<file path="config.mk">
export PLATFORM = sky130hd
export DESIGN_NAME = button_click_classifier_core
export DESIGN_NICKNAME = d
export VERILOG_FILES = /design/src/bcc_pkg.sv /design/src/button_click_classifier_core.sv
export VERILOG_INCLUDE_DIRS = /design/src /design/src/src
export SDC_FILE = /design/constraint.sdc
export NUM_CORES = 1
export LEC_CHECK = 0
export BUFFER_PORTS_ARGS = -buffer_cell sky130_fd_sc_hd__buf_4
export CORE_ASPECT_RATIO = 0.75
export CORE_MARGIN = 2
export CORE_UTILIZATION = 60
export DETAILED_ROUTE_END_ITERATION = 8
export PLACE_DENSITY = 0.76
export SYNTH_ARGS = -nofsm -noshare
export SYNTH_HDL_FRONTEND = slang
export SYNTH_SLANG_ARGS = --single-unit
</file>
<file path="constraint.sdc">
create_clock -name clk -period 4.4 [get_ports clk]
set_clock_uncertainty 0.05 [all_clocks]
set_input_delay 0.66 -clock clk [delete_from_list [all_inputs] [get_ports clk]]
set_output_delay 0.66 -clock clk [all_outputs]
set_load 0.1 [all_outputs]
</file>
<file path="src/assert_macros.svh">
// Assertion macros used by the RTL file of the button click classifier.
// Each macro checks a property on the rising edge of clk and stays quiet in reset.
`ifndef ASSERT_MACROS_SVH
`define ASSERT_MACROS_SVH

// Property checked at every rising clock edge outside reset.
`define ASSERT_CLK(label, prop, msg) \
  label: assert property (@(posedge clk) disable iff (rst) (prop)) else $error(msg);

// Implication with overlap (antecedent and consequent in the same cycle).
`define ASSERT_IMPL(label, ante, cons, msg) \
  label: assert property (@(posedge clk) disable iff (rst) (ante) |-> (cons)) else $error(msg);

// Implication checked in the cycle after the antecedent.
`define ASSERT_NEXT(label, ante, cons, msg) \
  label: assert property (@(posedge clk) disable iff (rst) (ante) |=> (cons)) else $error(msg);

`endif

</file>
<file path="src/bcc_pkg.sv">
// Package for the button click classifier: mode and event codes,
// configuration register indexes and widths. No dependencies.
package bcc_pkg;

  localparam int CFG_W     = 16;
  localparam int CFG_IDX_W = 2;

  typedef enum logic [1:0] {
    MODE_IDLE     = 2'd0,
    MODE_DEBOUNCE = 2'd1,
    MODE_PRESSED  = 2'd2,
    MODE_LONG     = 2'd3
  } mode_t;

  typedef enum logic [1:0] {
    EV_NONE   = 2'd0,
    EV_SHORT  = 2'd1,
    EV_LONG   = 2'd2,
    EV_DOUBLE = 2'd3
  } event_t;

  typedef enum logic [CFG_IDX_W-1:0] {
    REG_DEBOUNCE_TICKS = 2'd0,
    REG_LONG_PRESS     = 2'd1,
    REG_DOUBLE_CLICK   = 2'd2,
    REG_UNUSED         = 2'd3
  } cfg_index_t;

  localparam logic [CFG_W-1:0] DEBOUNCE_RESET     = 16'd20;
  localparam logic [CFG_W-1:0] LONG_PRESS_RESET   = 16'd1000;
  localparam logic [CFG_W-1:0] DOUBLE_CLICK_RESET = 16'd300;

endpackage

</file>
<file path="src/button_click_classifier_core.sv">
// Top level of the button click classifier: debounce, long press and double click.
// Depends on bcc_pkg for codes and widths, and on assert_macros.svh for checks.
//
//   Channel  Direction  Handshake            Payload
//   in       sink       in_valid / in_stall  raw_pressed
//   out      source     out_valid/out_stall  event_res, is_pressed
//   cfg      sink       cfg_we               cfg_index, cfg_data
//
// For every item (one timer tick), the state registers and the result register are
// both updated at the edge that accepts the item, so a new item can be accepted
// every cycle while in_stall is low, and its result is valid on the next cycle.
// The single result register sets the rate; in_stall is high only while that
// register holds an item and the consumer stalls it.
// Reset (rst, synchronous) returns the mode to idle, clears all counters and
// the pending clicks, and loads the register defaults 20, 1000 and 300.
`include "assert_macros.svh"

module button_click_classifier_core
  import bcc_pkg::*;
#(
  parameter int TIMER_BITS = 16
) (
  input  logic                 clk,
  input  logic                 rst,
  // Input channel: one raw button level per item.
  input  logic                 in_valid,
  output logic                 in_stall,
  input  logic                 raw_pressed,
  // Output channel: one classified event per item.
  output logic                 out_valid,
  input  logic                 out_stall,
  output logic [1:0]           event_res,
  output logic                 is_pressed,
  // Configuration write port.
  input  logic                 cfg_we,
  input  logic [CFG_IDX_W-1:0] cfg_index,
  input  logic [CFG_W-1:0]     cfg_data
);

  // Comparisons run at the wider of the counter and register widths.
  localparam int CMP_W = (TIMER_BITS > CFG_W) ? TIMER_BITS : CFG_W;

  // Configuration registers.
  logic [CFG_W-1:0] debounce_ticks;
  logic [CFG_W-1:0] long_press_ticks;
  logic [CFG_W-1:0] double_click_ticks;

  // Classifier state.
  mode_t                 mode, mode_next;
  logic                  for_press, for_press_next;
  logic [TIMER_BITS-1:0] debounce_count, debounce_count_next;
  logic [TIMER_BITS-1:0] hold_count, hold_count_next;
  logic [TIMER_BITS-1:0] since_release, since_release_next;
  logic [1:0]            clicks, clicks_next;
  event_t                ev;

  logic in_accept;
  logic out_accept;

  // Counters saturate at full scale.
  logic [TIMER_BITS-1:0] hold_inc, since_inc, debounce_inc;
  logic [1:0]            clicks_inc;
  logic                  debounce_done;
  logic                  hold_long;
  logic                  gap_over;

  // Conditions watched by the checks at the end of the module.
  logic                  event_held;
  logic                  entering_pressed;

  // The input is stalled only while the result register is full and stalled.
  assign in_stall   = out_valid && out_stall;
  assign in_accept  = in_valid && !in_stall;
  assign out_accept = out_valid && !out_stall;

  assign hold_inc     = (hold_count == '1) ? hold_count : hold_count + TIMER_BITS'(1);
  assign since_inc    = (since_release == '1) ? since_release
                                              : since_release + TIMER_BITS'(1);
  assign debounce_inc = (debounce_count == '1) ? debounce_count
                                               : debounce_count + TIMER_BITS'(1);
  assign clicks_inc   = clicks + 2'd1;

  // Threshold tests on the advanced counter values of this tick.
  assign debounce_done = CMP_W'(debounce_inc) >= CMP_W'(debounce_ticks);
  assign hold_long     = CMP_W'(hold_inc) >= CMP_W'(long_press_ticks);
  assign gap_over      = CMP_W'(since_inc) > CMP_W'(double_click_ticks);

  // Next mode and the direction of the current debounce.
  always_comb begin
    mode_next      = mode;
    for_press_next = for_press;
    unique case (mode)
      MODE_IDLE: begin
        if (raw_pressed) begin
          mode_next      = MODE_DEBOUNCE;
          for_press_next = 1'b1;
        end
      end
      MODE_DEBOUNCE: begin
        if (debounce_done) begin
          mode_next = raw_pressed ? MODE_PRESSED : MODE_IDLE;
        end
      end
      MODE_PRESSED: begin
        if (!raw_pressed) begin
          mode_next      = MODE_DEBOUNCE;
          for_press_next = 1'b0;
        end else if (hold_long) begin
          mode_next = MODE_LONG;
        end
      end
      MODE_LONG: begin
        if (!raw_pressed) begin
          mode_next      = MODE_DEBOUNCE;
          for_press_next = 1'b0;
        end
      end
      default: begin
        mode_next = MODE_IDLE;
      end
    endcase
  end

  // Counters, click tally and the event of this tick.
  always_comb begin
    debounce_count_next = debounce_count;
    hold_count_next     = hold_inc;
    since_release_next  = since_inc;
    clicks_next         = clicks;
    ev                  = EV_NONE;
    unique case (mode)
      MODE_IDLE: begin
        // A lone click turns into a short press once the gap is long enough.
        if ((clicks != 2'd0) && gap_over) begin
          if (clicks == 2'd1) begin
            ev = EV_SHORT;
          end
          clicks_next = 2'd0;
        end
        if (raw_pressed) begin
          debounce_count_next = '0;
        end
      end
      MODE_DEBOUNCE: begin
        debounce_count_next = debounce_inc;
        if (debounce_done) begin
          if (raw_pressed) begin
            hold_count_next = '0;
          end else if (!for_press) begin
            // A confirmed release: classify the hold that just ended.
            since_release_next = '0;
            if (hold_long) begin
              ev          = EV_LONG;
              clicks_next = 2'd0;
            end else if (clicks_inc >= 2'd2) begin
              ev          = EV_DOUBLE;
              clicks_next = 2'd0;
            end else begin
              clicks_next = clicks_inc;
            end
          end
        end
      end
      MODE_PRESSED, MODE_LONG: begin
        if (!raw_pressed) begin
          debounce_count_next = '0;
        end
      end
      default: begin
        clicks_next = clicks;
      end
    endcase
  end

  // Configuration registers; the unused index is ignored.
  always_ff @(posedge clk) begin
    if (rst) begin
      debounce_ticks     <= DEBOUNCE_RESET;
      long_press_ticks   <= LONG_PRESS_RESET;
      double_click_ticks <= DOUBLE_CLICK_RESET;
    end else if (cfg_we) begin
      unique case (cfg_index_t'(cfg_index))
        REG_DEBOUNCE_TICKS: debounce_ticks     <= cfg_data;
        REG_LONG_PRESS:     long_press_ticks   <= cfg_data;
        REG_DOUBLE_CLICK:   double_click_ticks <= cfg_data;
        default: begin
          debounce_ticks <= debounce_ticks;
        end
      endcase
    end
  end

  // State registers advance once per accepted item.
  always_ff @(posedge clk) begin
    if (rst) begin
      mode           <= MODE_IDLE;
      for_press      <= 1'b0;
      debounce_count <= '0;
      hold_count     <= '0;
      since_release  <= '0;
      clicks         <= 2'd0;
    end else if (in_accept) begin
      mode           <= mode_next;
      for_press      <= for_press_next;
      debounce_count <= debounce_count_next;
      hold_count     <= hold_count_next;
      since_release  <= since_release_next;
      clicks         <= clicks_next;
    end
  end

  // Result register: filled on accept, emptied when the consumer takes it.
  always_ff @(posedge clk) begin
    if (rst) begin
      out_valid <= 1'b0;
    end else if (in_accept) begin
      out_valid <= 1'b1;
    end else if (out_accept) begin
      out_valid <= 1'b0;
    end
  end

  always_ff @(posedge clk) begin
    if (in_accept) begin
      event_res  <= ev;
      is_pressed <= (mode_next == MODE_PRESSED) || (mode_next == MODE_LONG);
    end
  end

  assign event_held       = out_valid && (event_res != EV_NONE);
  assign entering_pressed = in_accept && (mode == MODE_DEBOUNCE) && (mode_next == MODE_PRESSED);

  // An event is only ever reported on a tick that leaves the button released.
  `ASSERT_IMPL(a_event_released, event_held, !is_pressed, "event while pressed")
  // At most one click is ever left pending.
  `ASSERT_CLK(a_clicks_bound, clicks <= 2'd1, "more than one pending click")
  // Entering the pressed mode restarts the hold counter.
  `ASSERT_NEXT(a_hold_restart, entering_pressed, hold_count == '0, "hold not restarted")
  // An accepted item always leaves a result waiting.
  `ASSERT_NEXT(a_result_follows, in_accept, out_valid, "result missing after accept")

endmodule

</file>
### After elaboration in Yosys (flattened, before gate mapping)

Index checks and enable logic that the tools add are counted.

* register bits: 105
* latch bits: 0
* memory bits (writable): 0
* memory bits (read-only): 0
* input bits: 24
* output and inout bits: 5
* memories kept: 0

* $add $sub $neg: 4
* $mul: 0
* divide/modulo/power cells: 0
* $lt $le $gt $ge: 4
* eq/ne operators: 17
* shift operators: 0
* muxes and demuxes: 40
* bitwise logic cells: 0
* reductions and logical operators: 20

Operators with widths (number)
* 16-bit 2-to-1 mux: 12
* 16-bit by 1-bit adder with 16-bit output (second input constant): 3
* 16-bit == test (second input constant): 3
* 16-bit case mux with 3 select lines: 1
* 2-bit 2-to-1 mux: 17
* 16-bit greater-or-equal comparator: 2
* 16-bit greater-than comparator: 1
* 2-bit inequality test (second input constant): 6
* 2-bit == test (second input constant): 5
* 2-bit case mux with 2 select lines: 2
* 2-bit case mux with 4 select lines: 1
* 2-bit nonzero test: 4
* 2-bit by 1-bit == test with 1-bit output (second input constant): 3
* 1-bit 2-to-1 mux: 6
* 2-bit AND reduction: 3
* 6-bit AND reduction: 1
* 1-bit logical AND: 4
* 2-bit logical NOT: 2
* 4-bit AND reduction: 1
* 3-bit AND reduction: 1
* 2-bit by 1-bit adder with 2-bit output (second input constant): 1
* 2-bit greater-or-equal comparator (second input constant): 1
* 1-bit logical NOT: 2
* 1-bit case mux with 2 select lines: 1
* 2 further kinds: 2

### Longest topological paths before layout

* depth in word-level cells: 8
* gate-level depth with buffers: 14
* depth with buffers taken out: 13

### Worst setup path before layout

OpenSTA, ideal clock, no wires.

* path type: register -> register
* start: register debounce_count[4]
* end: register hold_count[1]
* setup time: 0.117 ns
* arrival time: 3.256 ns
* required time: 4.233 ns
* slack: 0.977 ns
* cell stages (with the launch flop): 15
* cell sequence: dfxtp_1 clkbuf_2 nand4_2 nor4_2 nand3_1 nor2_1 mux2_2 ha_1 nand4_1 a2111o_1 a31oi_1 or3_1 buf_2 a31oi_4 a32o_1

* cells in the longest elaborated chain, start to end: 5
* elaborated cells on any way between the ends: 6
* classes of those cells: 1 x add/sub; 1 x order compare; 1 x eq/ne; 3 x mux

Ends and longest elaborated chain
* start: declaration: RTL line button_click_classifier_core.sv:51 `logic [TIMER_BITS-1:0] debounce_count, debounce_count_next;`
* start signal: assignment: RTL line button_click_classifier_core.sv:205 `debounce_count <= debounce_count_next;`
* 16-bit by 1-bit adder with 16-bit output / 16-bit == test (equally long branches): RTL line button_click_classifier_core.sv:80, button_click_classifier_core.sv:79
* 16-bit 2-to-1 mux (*): RTL line button_click_classifier_core.sv:79 `assign debounce_inc = (debounce_count == '1) ? debounce_count`
* 16-bit greater-or-equal comparator (*): RTL line button_click_classifier_core.sv:84 `assign debounce_done = CMP_W'(debounce_inc) >= CMP_W'(debounce_ticks);`
* 16-bit 2-to-1 mux (*): RTL line button_click_classifier_core.sv:146 `if (debounce_done) begin`
* 16-bit 2-to-1 mux (*): RTL line button_click_classifier_core.sv:131 `unique case (mode)`
* end signal: assignment: RTL line button_click_classifier_core.sv:206 `hold_count <= hold_count_next;`
* end: declaration: RTL line button_click_classifier_core.sv:52 `logic [TIMER_BITS-1:0] hold_count, hold_count_next;`

Mark *: on every way between the ends. The rest lies on a longest branch, timed or not.
A chain may end at the register's enable or synchronous reset.

### Final worst setup path

* start: register debounce_count[0]
* end: register hold_count[10]

Same word-level chain as after synthesis.

==> metrics.yaml <==
status:
  status: "finished clean"
setup_path:
  path_max_fanout: 8
  max_stage_delay_ps: 420
  slowest_stage: "dfxtp_1"
  cp-start-kind: "register"
  path_buf_inv: 1
  critPathTopFamily: "compound AO/OA/AOI/OAI gates"
  cp_common_cell: "ha_1"
  path_class: "register to register"
  path_cells: "ha_1, nand2_1, nor4_4, nand3_1, nor2_1, mux2_2, ha_1, nand4_1, a2111o_1, a31oi_2, o31ai_2, buf_4, and4b_1, a311o_1"
  cp-end-kind: "register"
  reg2reg_slack_ps: 280
  worstPathArrival_ps: 4310
  cp.required_ps: 4590
clock_network:
  cts_tree: "built"
  htreeDepth: 3
  clock_tree.buffer_depth: 2
  numCtsBuffers: 9
  post_cts_buffers: 0
  clk_latency_ps: 350
  clk_pin_slew_worst_paths_ps: 70
  clock_sinks: 105
  ctsHoldBuffers: 0
  cts_resized: 0
  cts-root-buf: "clkbuf_16"
cells_and_area:
  synthToLayoutAreaGrowth_pct: 8.33
  antenna_cells: 0
  drive_gt1_share_pct: 10.3
  finalNonFillerCells: 939
  fin_util_pct: 67.1
  design_area_um2: 6930
  fin_nets: 876
routing:
  ant_nets: 0
  vias: 5945
  vias_per_cell: 6.33
  drt_wl_total_um: 16500
  first_iter_violations: 687
  drt_pass1_iterations: 5
  wl_per_cell_um: 17.6
  drcViolationCount: 0
yosys:
  yosys_warnings: 0
  ys_async_sr_fraction_pct: 0
  syn_area_um2: 6400
  yosysSeqAreaShare_pct: 33.3
  ys_ff_latch: 105
  synth_edf_count: 3
  synth_fp_nets: 869
  synth_ff_type: "dfxtp_1"
  synth.avg_cell_area_um2: 8.09
  synth_cell_types: 76
  syn-instance-count: 791
grt:
  antenna_found_initial: 1
  grt_pass1_wl_um: 27100
  grt_usage_pct: 30.3
  grt_pass1_vias: 5448
  grt_overflow: 0
  grt_max_degree: 74
flow_run:
  cap_violations: 0
sta:
  slew_violations: 0
  worst_pin_slew_ps: 1040
  holdWs_ps: 408
  slew_headroom_pct: 30.6
  hold_violations: 0
  period_share_pct: 93.6
  clock.fmax_ghz: 0.243
  tns_ps: 0
  period_minus_slack_ps: 4120
  worst_slack_ps: 282
  setup-violations-final: 0
  grt_setup_unrepaired: "no"
place:
  placed_area_um2: 6620
  post-place-cells: 923
  io_buffers: 28
  hpwl_um: 12100
  gp_congestion: 0.928
  dp_slack_ps: 174
floorplanning:
  core_um2: 10300
  dieArea_um2: 11500
  num_rows: 32
  initial_core_util_pct: 62.0
  ios: 29
  die_w_um: 123
  die_h_um: 93.4
power:
  p_leak_nw: 2.79
  power_mw: 1.99
  peakVddDrop_v: 0.000177
  power_density_nw_per_um2: 287
min_path:
  hold_class: "register to register"
## per-layer routing
metal | global-route usage (%) | wire length (um)
met2 | 44.2 | 6950
met4 | 8.43 | 264
met3 | 6.95 | 1420
met1 | 44.4 | 7890
met5 | 0 | 13
## power breakdown
part	switching (mW)	leakage (nW)	internal, mW
sequential	0.0176	0.858	0.978
clock	0.377	0.138	0.408
combinational	0.138	1.79	0.0715
## sequential cells by signal (all words and copies together) (netlist names), 16 cells and up
name / flops
debounce_count: 16
debounce_ticks: 16
double_click_ticks: 16
hold_count: 16
long_press_ticks: 16
since_release: 16
## kinds of logic (layout without fill, tap and decap cells)
kind of cell	Yosys count	in the layout	synth area share (%)
DFF	105	105	33.3
muxes	12	12	2.13
and+or+nand+nor	304	304	23.6
adders and majority gates	54	54	10.6
buffers and inverters	98	110	6.69
xor gates and xnor gates	32	32	4.38
AOI/OAI and AO/OA	186	186	19.4
## path summary, 6_finish.rpt
kind / start / endpoint / cells after the start
setup / recovery: debounce_count[0] / hold_count[10] / 14
hold reg to reg: debounce_ticks[7] / debounce_ticks[7] / 2
hold / removal: debounce_ticks[7] / debounce_ticks[7] / 2
setup reg to reg: debounce_count[0] / hold_count[10] / 14
## Yosys cell counts, types with 4 or more instances
cell type,number,share of area [%]
nor2b_1,5,0.49
a21o_1,9,1.1
a31oi_1,14,1.4
nor4_1,5,0.49
and2_1,5,0.49
a32o_1,5,0.78
o211ai_1,14,1.6
o21a_1,7,0.82
o21ai_0,15,1.2
clkbuf_1,22,1.3
nand4_1,20,2.0
inv_1,60,3.5
buf_2,8,0.63
xnor2_1,19,2.6
nor3_1,15,1.2
nand2b_1,7,0.68
dfxtp_1,102,32
nand3b_1,5,0.59
nand3_1,34,2.7
o22ai_1,7,0.68
a21oi_1,73,5.7
xor2_1,13,1.8
and4_1,4,0.55
and3_1,8,0.78
ha_1,54,11
nor2_1,28,1.6
a311oi_1,5,0.68
nand2_1,143,8.4
a22o_1,5,0.68
mux2_2,9,1.6
## final cells by class
type,instances,area [um2]
multi-input cells,588,3870
fillers,858,3400
flip-flops and latches,105,2130
repair buffers,33,248
clock buffers,11,243
inverters,61,229
well taps,136,170
clock inverters,5,42.5
## layout by cell type, fill, tap and decap left out, drive strengths merged, types with 7 or more instances in the layout
master	netlist	layout
a21o	9	9
a21oi	73	73
a31oi	16	16
and3	10	10
buf	11	33
clkbuf	26	11
dfxtp	102	102
ha	54	54
inv	61	65
mux2	10	10
nand2	144	144
nand2b	7	7
nand3	34	34
nand4	22	22
nor2	28	28
nor3	16	16
nor4	8	8
o211ai	14	14
o21a	7	7
o21ai	15	15
o22ai	7	7
xnor2	19	19
xor2	13	13
## worst reg2reg max path, cell delays in order, from the launching register on
cell and delay [ps]:
dfxtp_1 420, ha_1 320, nand2_1 130, nor4_4 230
nand3_1 200, nor2_1 150, mux2_2 370, ha_1 310
nand4_1 170, a2111o_1 420, a31oi_2 310, o31ai_2 200
buf_4 220, and4b_1 200, a311o_1 300
Power figures use the tool's default switching activity.
